### config.mk
export PLATFORM = sky130hd
export DESIGN_NAME = latex_markup_stripper
export DESIGN_NICKNAME = d
export VERILOG_FILES = /design/src/hdl/lms_pkg.sv /design/src/hdl/lms_front.sv /design/src/hdl/lms_queue.sv /design/src/hdl/lms_back.sv /design/src/hdl/latex_markup_stripper.sv
export SDC_FILE = /design/constraint.sdc
export NUM_CORES = 1
export LEC_CHECK = 0
export ABC_AREA = 1
export BUFFER_PORTS_ARGS = -buffer_cell sky130_fd_sc_hd__buf_4
export CORE_ASPECT_RATIO = 1.25
export CORE_MARGIN = 5
export CORE_UTILIZATION = 25
export CTS_CLUSTER_SIZE = 40
export DETAILED_ROUTE_END_ITERATION = 12
export PLACE_DENSITY = 0.48
export SLEW_MARGIN = 20
export SYNTH_ARGS = -nofsm -noshare
export SYNTH_HDL_FRONTEND = slang
export SYNTH_SLANG_ARGS = --single-unit
### constraint.sdc
create_clock -name clk -period 3.6 [get_ports clk]
set_input_delay 0.18 -clock clk [delete_from_list [all_inputs] [get_ports clk]]
set_output_delay 0.18 -clock clk [all_outputs]
set_load 0.05 [all_outputs]
### src/hdl/lms_pkg.sv
package lms_pkg;

	localparam int MAX_NAME_LEN = 16;
	localparam int DEPTH_BITS = 16;
	localparam int NAME_LEN_W = $clog2(MAX_NAME_LEN + 1);

	localparam int QDEPTH = 4;
	localparam int QPTR_W = $clog2(QDEPTH);
	localparam int QCNT_W = $clog2(QDEPTH + 1);

	localparam int KW_NUM = 5;
	localparam int KW_SPAN = 13;

	localparam logic [7:0] CH_LF = 8'h0A;
	localparam logic [7:0] CH_SPACE = 8'h20;
	localparam logic [7:0] CH_STAR = 8'h2A;
	localparam logic [7:0] CH_PERCENT = 8'h25;
	localparam logic [7:0] CH_DOLLAR = 8'h24;
	localparam logic [7:0] CH_LBRACE = 8'h7B;
	localparam logic [7:0] CH_RBRACE = 8'h7D;
	localparam logic [7:0] CH_BSLASH = 8'h5C;

	typedef enum logic [1:0] {
		CMD_NONE = 2'd0,
		CMD_DNL  = 2'd1,
		CMD_NL   = 2'd2,
		CMD_ITEM = 2'd3
	} cmd_e_t;

	typedef struct packed {
		cmd_e_t     cmd;
		logic       chr_v;
		logic [7:0] chr;
		logic       fin;
	} op_t;

	localparam logic [8*KW_SPAN-1:0] KW_STR [KW_NUM] = '{
		"section", "subsection", "subsubsection", "newline", "item"
	};
	localparam int KW_LEN [KW_NUM] = '{7, 10, 13, 7, 4};
	localparam cmd_e_t KW_CMD [KW_NUM] = '{CMD_DNL, CMD_DNL, CMD_DNL, CMD_NL, CMD_ITEM};

	function automatic logic [7:0] kw_char(input int k, input logic [NAME_LEN_W-1:0] pos);
		int p;
		logic [7:0] r;
		p = int'(pos);
		r = 8'h00;
		if (p < KW_LEN[k]) begin
			r = KW_STR[k][(KW_LEN[k] - 1 - p) * 8 +: 8];
		end
		return r;
	endfunction

	function automatic cmd_e_t cmd_of(input logic [NAME_LEN_W-1:0] len, input logic ovf,
			input logic [KW_NUM-1:0] match);
		cmd_e_t r;
		r = CMD_NONE;
		for (int k = KW_NUM - 1; k >= 0; k--) begin
			if (match[k] && (len == NAME_LEN_W'(KW_LEN[k]))) begin
				r = KW_CMD[k];
			end
		end
		if (ovf) begin
			r = CMD_NONE;
		end
		return r;
	endfunction

	function automatic logic [2:0] cmd_len(input cmd_e_t c);
		logic [2:0] r;
		case (c)
			CMD_DNL: r = 3'd2;
			CMD_NL: r = 3'd1;
			CMD_ITEM: r = 3'd5;
			default: r = 3'd0;
		endcase
		return r;
	endfunction

	function automatic logic [7:0] cmd_char(input cmd_e_t c, input logic [2:0] idx);
		logic [7:0] r;
		r = CH_LF;
		if (c == CMD_ITEM) begin
			case (idx)
				3'd1, 3'd2, 3'd4: r = CH_SPACE;
				3'd3: r = CH_STAR;
				default: r = CH_LF;
			endcase
		end
		return r;
	endfunction

endpackage

### src/hdl/lms_front.sv
module lms_front
	import lms_pkg::*;
(
	input  logic       clk,
	input  logic       arst_n,
	input  logic       in_valid,
	input  logic       in_ready,
	input  logic [7:0] in_char,
	input  logic       in_fin,
	output logic       push,
	output op_t        op
);

	typedef enum logic [2:0] {
		MODE_NORMAL  = 3'b001,
		MODE_COMMENT = 3'b010,
		MODE_COMMAND = 3'b100
	} mode_t;

	mode_t                   mode_q, mode_d;
	logic [NAME_LEN_W-1:0]   len_q, len_d;
	logic                    ovf_q, ovf_d;
	logic [KW_NUM-1:0]       match_q, match_d;
	logic [DEPTH_BITS-1:0]   depth_q, depth_d;
	logic                    is_letter;
	logic                    run_normal;
	cmd_e_t                  cmd;
	logic                    chr_v;
	logic [7:0]              chr;

	assign is_letter = ((in_char >= 8'h41) && (in_char <= 8'h5A)) ||
		((in_char >= 8'h61) && (in_char <= 8'h7A));

	always_comb begin
		mode_d = mode_q;
		len_d = len_q;
		ovf_d = ovf_q;
		match_d = match_q;
		depth_d = depth_q;
		cmd = CMD_NONE;
		chr_v = 1'b0;
		chr = 8'h00;
		run_normal = 1'b0;

		case (mode_q)
			MODE_COMMENT: begin
				if (in_char == CH_LF) begin
					mode_d = MODE_NORMAL;
				end
			end
			MODE_COMMAND: begin
				if (is_letter) begin
					if (len_q < NAME_LEN_W'(MAX_NAME_LEN)) begin
						for (int k = 0; k < KW_NUM; k++) begin
							match_d[k] = match_q[k] && (in_char == kw_char(k, len_q));
						end
						len_d = len_q + 1'b1;
					end else begin
						ovf_d = 1'b1;
					end
					if (in_fin) begin
						cmd = cmd_of(len_d, ovf_d, match_d);
						mode_d = MODE_NORMAL;
					end
				end else begin
					cmd = cmd_of(len_q, ovf_q, match_q);
					mode_d = MODE_NORMAL;
					run_normal = 1'b1;
				end
			end
			default: begin
				run_normal = 1'b1;
			end
		endcase

		if (run_normal) begin
			if (in_char == CH_PERCENT) begin
				chr_v = 1'b1;
				chr = CH_LF;
				mode_d = MODE_COMMENT;
			end else if (in_char == CH_BSLASH) begin
				mode_d = MODE_COMMAND;
				len_d = '0;
				ovf_d = 1'b0;
				match_d = '1;
			end else if (in_char == CH_LBRACE) begin
				if (depth_q != '1) begin
					depth_d = depth_q + 1'b1;
				end
				chr_v = 1'b1;
				chr = in_char;
			end else if (in_char == CH_RBRACE) begin
				if (depth_q != '0) begin
					depth_d = depth_q - 1'b1;
					chr_v = 1'b1;
					chr = in_char;
				end
			end else if (in_char != CH_DOLLAR) begin
				chr_v = 1'b1;
				chr = in_char;
			end
		end

		if (in_fin) begin
			mode_d = MODE_NORMAL;
			len_d = '0;
			ovf_d = 1'b0;
			depth_d = '0;
		end
	end

	assign op.cmd = cmd;
	assign op.chr_v = chr_v;
	assign op.chr = chr;
	assign op.fin = in_fin;
	assign push = in_valid && in_ready && ((cmd != CMD_NONE) || chr_v || in_fin);

	always_ff @(posedge clk or negedge arst_n) begin
		if (!arst_n) begin
			mode_q <= MODE_NORMAL;
			len_q <= '0;
			ovf_q <= 1'b0;
			match_q <= '0;
			depth_q <= '0;
		end else if (in_valid && in_ready) begin
			mode_q <= mode_d;
			len_q <= len_d;
			ovf_q <= ovf_d;
			match_q <= match_d;
			depth_q <= depth_d;
		end
	end

endmodule

### src/hdl/lms_queue.sv
module lms_queue
	import lms_pkg::*;
(
	input  logic clk,
	input  logic arst_n,
	input  logic push,
	input  op_t  push_op,
	input  logic pop,
	output op_t  head,
	output logic empty,
	output logic full
);

	op_t               mem_q [QDEPTH];
	logic [QPTR_W-1:0] wr_q;
	logic [QPTR_W-1:0] rd_q;
	logic [QCNT_W-1:0] cnt_q;

	assign empty = (cnt_q == '0);
	assign full = (cnt_q == QCNT_W'(QDEPTH));
	assign head = mem_q[rd_q];

	always_ff @(posedge clk) begin
		if (push) begin
			mem_q[wr_q] <= push_op;
		end
	end

	always_ff @(posedge clk or negedge arst_n) begin
		if (!arst_n) begin
			wr_q <= '0;
			rd_q <= '0;
			cnt_q <= '0;
		end else begin
			if (push) begin
				wr_q <= wr_q + 1'b1;
			end
			if (pop) begin
				rd_q <= rd_q + 1'b1;
			end
			if (push && !pop) begin
				cnt_q <= cnt_q + 1'b1;
			end else if (pop && !push) begin
				cnt_q <= cnt_q - 1'b1;
			end
		end
	end

endmodule

### src/hdl/lms_back.sv
module lms_back
	import lms_pkg::*;
(
	input  logic       clk,
	input  logic       arst_n,
	input  op_t        head,
	input  logic       empty,
	output logic       pop,
	output logic       out_valid,
	input  logic       out_ready,
	output logic [7:0] out_char,
	output logic       char_valid,
	output logic       run_last,
	output logic       text_end
);

	op_t        cur_q;
	logic       cur_valid_q;
	logic [2:0] idx_q;
	logic [2:0] clen;
	logic [2:0] total;
	logic [2:0] total_eff;
	logic       fire;
	logic       load;

	assign clen = cmd_len(cur_q.cmd);
	assign total = clen + {2'b00, cur_q.chr_v};
	assign total_eff = (total == 3'd0) ? 3'd1 : total;

	always_comb begin
		if (idx_q < clen) begin
			out_char = cmd_char(cur_q.cmd, idx_q);
			char_valid = 1'b1;
		end else if (cur_q.chr_v) begin
			out_char = cur_q.chr;
			char_valid = 1'b1;
		end else begin
			out_char = 8'h00;
			char_valid = 1'b0;
		end
	end

	assign out_valid = cur_valid_q;
	assign run_last = (idx_q == total_eff - 3'd1);
	assign text_end = run_last && cur_q.fin;
	assign fire = cur_valid_q && out_ready;
	assign load = !cur_valid_q || (fire && run_last);
	assign pop = load && !empty;

	always_ff @(posedge clk) begin
		if (pop) begin
			cur_q <= head;
		end
	end

	always_ff @(posedge clk or negedge arst_n) begin
		if (!arst_n) begin
			cur_valid_q <= 1'b0;
			idx_q <= '0;
		end else if (load) begin
			cur_valid_q <= !empty;
			idx_q <= '0;
		end else if (fire) begin
			idx_q <= idx_q + 1'b1;
		end
	end

endmodule

### src/hdl/latex_markup_stripper.sv
// Channel  Dir  tdata           tuser                      tlast
// s_axis   in   in_char[7:0]    -                          final_byte
// m_axis   out  out_char[7:0]   char_valid[0] text_end[1]  run_last
//
// A source byte is taken every cycle while the four-entry queue has room.
// Each queued entry leaves as one to six output words, one word per cycle while the output is ready.
// Bytes that produce nothing never enter the queue, except a final byte, which always enters.
// Reset returns the mode, name tracking and brace depth to their idle values.
// A stalled output fills the queue, and then the input stalls.
module latex_markup_stripper
	import lms_pkg::*;
(
	input  logic       clk,
	input  logic       arst_n,
	input  logic       s_axis_tvalid,
	output logic       s_axis_tready,
	input  logic [7:0] s_axis_tdata,  // in_char[7:0]
	input  logic       s_axis_tlast,
	output logic       m_axis_tvalid,
	input  logic       m_axis_tready,
	output logic [7:0] m_axis_tdata,  // out_char[7:0]
	output logic [1:0] m_axis_tuser,  // char_valid[0], text_end[1]
	output logic       m_axis_tlast
);

	logic push;
	op_t  push_op;
	logic pop;
	op_t  head;
	logic empty;
	logic full;
	logic char_valid;
	logic text_end;

	assign s_axis_tready = !full;

	lms_front u_front (
		.clk      (clk),
		.arst_n   (arst_n),
		.in_valid (s_axis_tvalid),
		.in_ready (s_axis_tready),
		.in_char  (s_axis_tdata),
		.in_fin   (s_axis_tlast),
		.push     (push),
		.op       (push_op)
	);

	lms_queue u_queue (
		.clk     (clk),
		.arst_n  (arst_n),
		.push    (push),
		.push_op (push_op),
		.pop     (pop),
		.head    (head),
		.empty   (empty),
		.full    (full)
	);

	lms_back u_back (
		.clk        (clk),
		.arst_n     (arst_n),
		.head       (head),
		.empty      (empty),
		.pop        (pop),
		.out_valid  (m_axis_tvalid),
		.out_ready  (m_axis_tready),
		.out_char   (m_axis_tdata),
		.char_valid (char_valid),
		.run_last   (m_axis_tlast),
		.text_end   (text_end)
	);

	assign m_axis_tuser = {text_end, char_valid};

endmodule

==> results of run 1 <==
## final timing paths
path                                   from             endpoint  slack (ps)
max reg2reg                u_front.len_q[2]     u_queue.cnt_q[1]         130
min reg2reg                u_queue.cnt_q[2]     u_queue.cnt_q[2]         500
max in group asynchronous            arst_n     u_front.len_q[3]        2800
min                            s_axis_tlast  u_queue.mem_q[2][0]          80
min in group asynchronous            arst_n      u_back.idx_q[2]         370
max                        u_front.len_q[2]     u_queue.cnt_q[1]         130
## Yosys cell counts (3+ instances only)
cell type,instances
nor4_1,7
dfrtp_1,40
buf_4,6
nand3_1,81
nand4_1,27
nor2_2,5
nand2_1,213
o21ai_0,62
buf_6,3
nor2_1,102
ha_1,40
xor2_1,16
o211ai_1,3
xnor2_1,5
a211oi_1,4
o22ai_1,24
edfxtp_1,60
nor3_1,18
inv_1,96
inv_2,9
buf_2,7
or2_2,3
nand2_2,6
a21oi_1,30
clkbuf_1,9
## critical path, delay by kind of cell (launching register included)
family / cells / cell delay [ps]
multiplexers: 1 / 270
AND/OR/NAND/NOR: 19 / 1430
adder cells (fa/ha/maj): 3 / 730
buffers and inverters: 5 / 390
flip-flops: 1 / 500
## layer usage
metal	track usage [%]	up-vias	wire (um)
li1	-	3219	-
met4	4.36	0	423
met3	1.53	24	409
met2	22.9	84	10200
met1	13.4	2897	7640
met5	0	-	0
## logic make-up (layout without fill, tap and decap cells)
family	count (synthesis)	after routing
flops	101	101
compound gates	136	136
simple gates	472	472
fa+ha+maj	42	42
mux	1	1
buf+inv	132	219
xor+xnor	22	22
## timing repair
action,CTS,global route
hold buffers,1,0
pin swaps,3,27
endpoints found under the hold margin,40,0
setup buffers,0,11
resized for setup,20,71
endpoints found under the setup margin,2,12
## registers in the layout (all words and copies together) (netlist names)
name and count:
u_back.cur_q 12, u_queue.cnt_q 3, u_back.idx_q 3, u_back.out_valid 1, u_front.ovf_q 1, u_front.len_q 5, u_queue.wr_q 2, u_queue.mem_q 48
u_front.match_q 5, u_front.depth_q 16, u_front.mode_q 3, u_queue.rd_q 2
## layout make-up
cell class | instances | area, sq um
multi-input cells | 673 | 3840
well taps | 350 | 438
flip-flops and latches | 101 | 2830
clock buffers | 10 | 239
clock inverters | 6 | 66.3
repair buffers | 96 | 820
inverters | 107 | 414
fillers | 2913 | 18900
## power by group through the flow
stage / Clock [mW] / Combinational (mW) / Sequential [mW]
after floorplan: 0 / 1.66 / 1.68
after global placement: 0 / 2.22 / 1.74
after detailed placement: 0 / 2.24 / 1.74
after CTS: 1.03 / 2.24 / 1.71
after global routing: 1.06 / 2.56 / 1.74
final: 0.980 / 2.25 / 1.71
==> impl_metrics.toml, run 1 <==
[synth]
synth_fp_nets = 961
yosys_warnings = 0
synth_area_per_cell_sq_um = 7.69
synthAdderAreaFrac_pct = 7.76
synth-simple-area-share_pct = 29.8
ys_top_cells_by_area = "edfxtp_1 26%, dfrtp_1 14%, nand2_1 11%"
synth_edf_count = 60
synthMuxAreaShare_pct = 0.162
postSynthRegisterBits = 101
synth_top_area_share_pct = 25.9
syn_inst = 906
async_reset_ff_share_pct = 40.6
synth-compound-area-share_pct = 10.9
yosys_most_used_dff = "edfxtp_1"
synth-xor-area-share_pct = 2.87
ys_types = 49
synth_top_cell_by_area = "edfxtp_1"
ys_seq_area_share_pct = 40.6
synth_top_family_by_area = "simple AND/OR/NAND/NOR gates"
netlist_area_sq_um = 6970

[critical_path]
path_class = "flop to flop"
arrival_ps = 3700
end_kind = "flop"
crit_path_frequent_cell = "nand2_1"
r2r_cells = 28
crit_slowest_cell = "dfrtp_2"
path_max_fanout = 10
critPathMaxStageDelay_ps = 500
startpoint_type = "flop"
worstPathRequired_ps = 3840

[placed_design]
hpwl_um = 14300
placement.cell_area_sq_um = 7960
post-place-ws_ps = -118
port_buffers = 25
gp_congestion = 0.854
dp.cells = 1315

[timing]
hold_viol = 0
period_share_pct = 96.3
max_slew_margin_pct = 55.0
finalMaxSlewViolations = 0
hold_ws_ps = 78.9
tightestPinTransition_ps = 675
finClkSkew_ps = 15.4
timing.setup.tns_ps = 0
fmax_mhz = 289
period_minus_slack_ps = 3470
grt_setup_unrepaired = "yes"
finalSetupViolCount = 0
setup_ws_ps = 134

[grt]
grt_pass1_vias = 5997
grt_max_degree = 42
grtUsageTotal_pct = 11.9
grt_pass1_wl_um = 30500
antenna_found_initial = 0
overflow = 0

[floorplanning]
fp-row-count = 68
die-area_sq_um = 31300
core_area_sq_um = 27600
die_x_um = 159
die_y_um = 197
ioPinCount = 26
initial_utilization_pct = 25.3

[clock_tree]
clk_latency_ps = 360
ctsLongestPathBuffers = 2
cts_sinks = 101
clk_pin_slew_ps = 80
cts_tree = "built"
htree_levels = 3
cts_inserted_buffers = 9
cts-root-buf = "clkbuf_16"

[power_and_ir_drop]
switching_share_pct = 42.1
comb_power_share_pct = 45.6
switchingPower_mw = 2.08
power_density_nw_per_um2 = 571
ir_drop_v = 0.000308
fin_total_pwr_mw = 4.94
clkPwrFrac_pct = 19.8
internal-power_mw = 2.86
pwr-share-seq_pct = 34.6
p_leak_nw = 3.87

[finish]
stdcell_area_sq_um = 8650
final_cell_mix = "203 x nand2_1, 91 x nor2_1, 89 x inv_1, 83 x buf_4, 73 x nand3_1"
postLayoutCoreUtil_pct = 31.4
layout.nets = 1043
insertedDiodeCount = 0
drive_above_1_share_pct = 20.4
layout_commonest_cell = "nand2_1"
fin_cells = 1343
synthToLayoutAreaGrowth_pct = 24.1

[flow_run]
maxCapViolations = 0

[status]
outcome = "completed"

[detailed_routing]
wl_per_cell_um = 13.9
first_pass_iters = 5
drtIter0Drc = 309
drcViolationCount = 0
drt-total-wl_um = 18700
num_vias = 6224
post_drt_via_cell_ratio = 4.63
ant_nets = 0

[hold_path]
min_path_cells = 1
hold_class = "primary input to flop"
(Power assumes the default switching activity.)
==> run 2: changes to the inputs <==
--- a/config.mk
+++ b/config.mk
@@ -13,6 +13,7 @@
 export CTS_CLUSTER_SIZE = 40
 export DETAILED_ROUTE_END_ITERATION = 12
 export PLACE_DENSITY = 0.48
+export RECOVER_POWER = 50
 export SLEW_MARGIN = 20
 export SYNTH_ARGS = -nofsm -noshare
 export SYNTH_HDL_FRONTEND = slang
==> run 2 against run 1 <==
Against the previous run:
- the flow now finishes with violations (max-capacitance violations, max-slew violations)
- wire length grew 0.30%
- sequential power hardly changed
- register-to-register slack about the same
- clock power about the same
- total power is 0.56% lower
- worst hold slack better by 1.1 ps
- combinational power about the same
- critical path type unchanged
- critical endpoint unchanged
- largest power group unchanged
- highest routed layer unchanged
==> impl_metrics.toml, run 2 (synthesized netlist as in run 1, its figures left out) <==
[clock_tree]
cts_tree = "built"
cts_sinks = 101
clk_latency_ps = 360
clk_pin_slew_ps = 80
cts_inserted_buffers = 9
htree_levels = 3
ctsLongestPathBuffers = 2
cts-root-buf = "clkbuf_16"

[critical_path]
crit_family = "simple AND/OR/NAND/NOR gates"
arrival_ps = 3700
critPathMaxStageDelay_ps = 460
crit_slowest_cell = "dfrtp_2"
path_class = "flop to flop"
end_kind = "flop"
worst-path-stages = 25
r2r_cells = 25
path_max_fanout = 5
cp_num_buf_inv = 5
worstPathRequired_ps = 3840
crit_path_frequent_cell = "nand2_1"
startpoint_type = "flop"

[floorplanning]
die-area_sq_um = 31300
core_area_sq_um = 27600
die_y_um = 197
ioPinCount = 26
fp-row-count = 68
die_x_um = 159
initial_utilization_pct = 25.3

[finish]
layout_commonest_cell = "nand2_1"
top_register = "u_queue.mem_q"
fin_cells = 1343
final_cell_mix = "203 x nand2_1, 91 x nor2_1, 89 x inv_1, 74 x nand3_1, 74 x buf_4"
drive_above_1_share_pct = 19.3
synthToLayoutAreaGrowth_pct = 23.5
insertedDiodeCount = 0
largest_reg_flops = 48
layout.nets = 1043
largestRegisters = "u_queue.mem_q: 48 flops, u_front.depth_q: 16 flops, u_back.cur_q: 12 flops"
stdcell_area_sq_um = 8610

[timing]
hold_viol = 0
fmax_mhz = 289
max_slew_margin_pct = -67.4
finalSetupViolCount = 0
period_minus_slack_ps = 3460
tightestPinTransition_ps = 2510
finalMaxSlewViolations = 42
finClkSkew_ps = 15.4
timing.setup.tns_ps = 0
hold_ws_ps = 80.0
period_share_pct = 96.2
grt_setup_unrepaired = "yes"

[placed_design]
dp.cells = 1315
hpwl_um = 14300
port_buffers = 25
gp_congestion = 0.854
placement.cell_area_sq_um = 7960

[hold_path]
min_path_cells = 1
hold_class = "primary input to flop"

[grt]
overflow = 0
grtUsageTotal_pct = 11.9
grt_pass1_wl_um = 30500
grt_max_degree = 42
antenna_found_initial = 0
grt_pass1_vias = 5997

[status]
violations = "max-capacitance violations, max-slew violations"
outcome = "finished, violations left"

[detailed_routing]
drtIter0Drc = 358
drt-total-wl_um = 18700
post_drt_via_cell_ratio = 4.64
first_pass_iters = 4
wl_per_cell_um = 13.9
num_vias = 6228
drcViolationCount = 0
ant_nets = 0

[power_and_ir_drop]
ir_drop_v = 0.000308
p_leak_nw = 3.83
power_density_nw_per_um2 = 570

[flow_run]
maxCapViolations = 1
==> run 2: changes by cell type in the layout (fill, tap and decap cells not counted) <==
cell / change
buf_4: -9
dfstp_1: +1
nand3_1: +1
nand3_2: -1
clkbuf_1: +9
dfstp_2: -1
==> run 2: report_power, final <==
| part | total, mW | leakage [nW] | internal [mW] | switching (mW) |
|---|---|---|---|---|
| registers | 1.71 | 1.06 | 1.54 | 0.161 |
| logic | 2.22 | 2.62 | 0.782 | 1.44 |
| clock network | 0.981 | 0.145 | 0.506 | 0.475 |
| total | 4.91 | 3.83 | 2.83 | 2.08 |
==> run 2: routing by layer <==
layer	wire, um	GRT usage [%]	vias to the layer above
met5	0	0	-
met4	423	4.36	0
met3	427	1.53	24
met2	10200	22.9	90
met1	7690	13.4	2897
li1	-	-	3217
==> run 2: area by class of cell <==
class / instances / area [sq um]
clock inverters: 6 / 66.3
inverters: 107 / 414
well taps: 350 / 438
flip-flops and latches: 101 / 2830
clock buffers: 10 / 239
fillers: 2915 / 19000
repair buffers: 96 / 786
multi-input cells: 673 / 3830
==> run 2: metrics by stage <==
| step | util [%] | worst slack (ps) | power (mW) |
|---|---|---|---|
| after CTS | 30.2 | 10.4 | 4.98 |
| after floorplan | - | 55.8 | 3.34 |
| after global placement | 28.9 | -142 | 3.95 |
| after detailed placement | 28.9 | -118 | 3.97 |
| final | 31.2 | 136 | 4.91 |
| after global routing | 31.2 | -123 | 5.33 |
==> run 2: final timing paths <==
path | startpoint | to | slack [ps]
worst max-delay path | u_front.len_q[1] | u_queue.cnt_q[1] | 140
min in group asynchronous | arst_n | u_back.idx_q[2] | 1150
worst max register to register | u_front.len_q[1] | u_queue.cnt_q[1] | 140
worst min register to register | u_queue.cnt_q[2] | u_queue.cnt_q[2] | 500
worst min-delay path | s_axis_tlast | u_queue.mem_q[0][0] | 80
max in group asynchronous | arst_n | u_front.len_q[3] | 840
==> run 2: worst register-to-register path, cell delays in order, from the launching register on <==
cell,delay [ps]
dfrtp_2,460
inv_4,110
ha_4,230
buf_4,130
buf_4,120
nand3_1,120
nand3_2,100
nand3_1,110
nand2_1,60
nand2_1,50
nand2_1,50
nor2_1,120
nand3_2,130
nand2_1,110
nand2_1,70
nand2_1,80
nand2_1,50
nand2_1,80
nand2_2,70
nand2_4,100
nand2_4,60
inv_4,60
ha_4,120
inv_4,40
fa_2,420
mux2_2,270
==> run 2: what timing repair did <==
action	4_1_cts	5_1_grt
pin swaps	3	27
hold buffers	1	0
hold endpoints to repair	40	0
buffers inserted	0	11
resized for setup	20	71
endpoints found under the setup margin	2	12
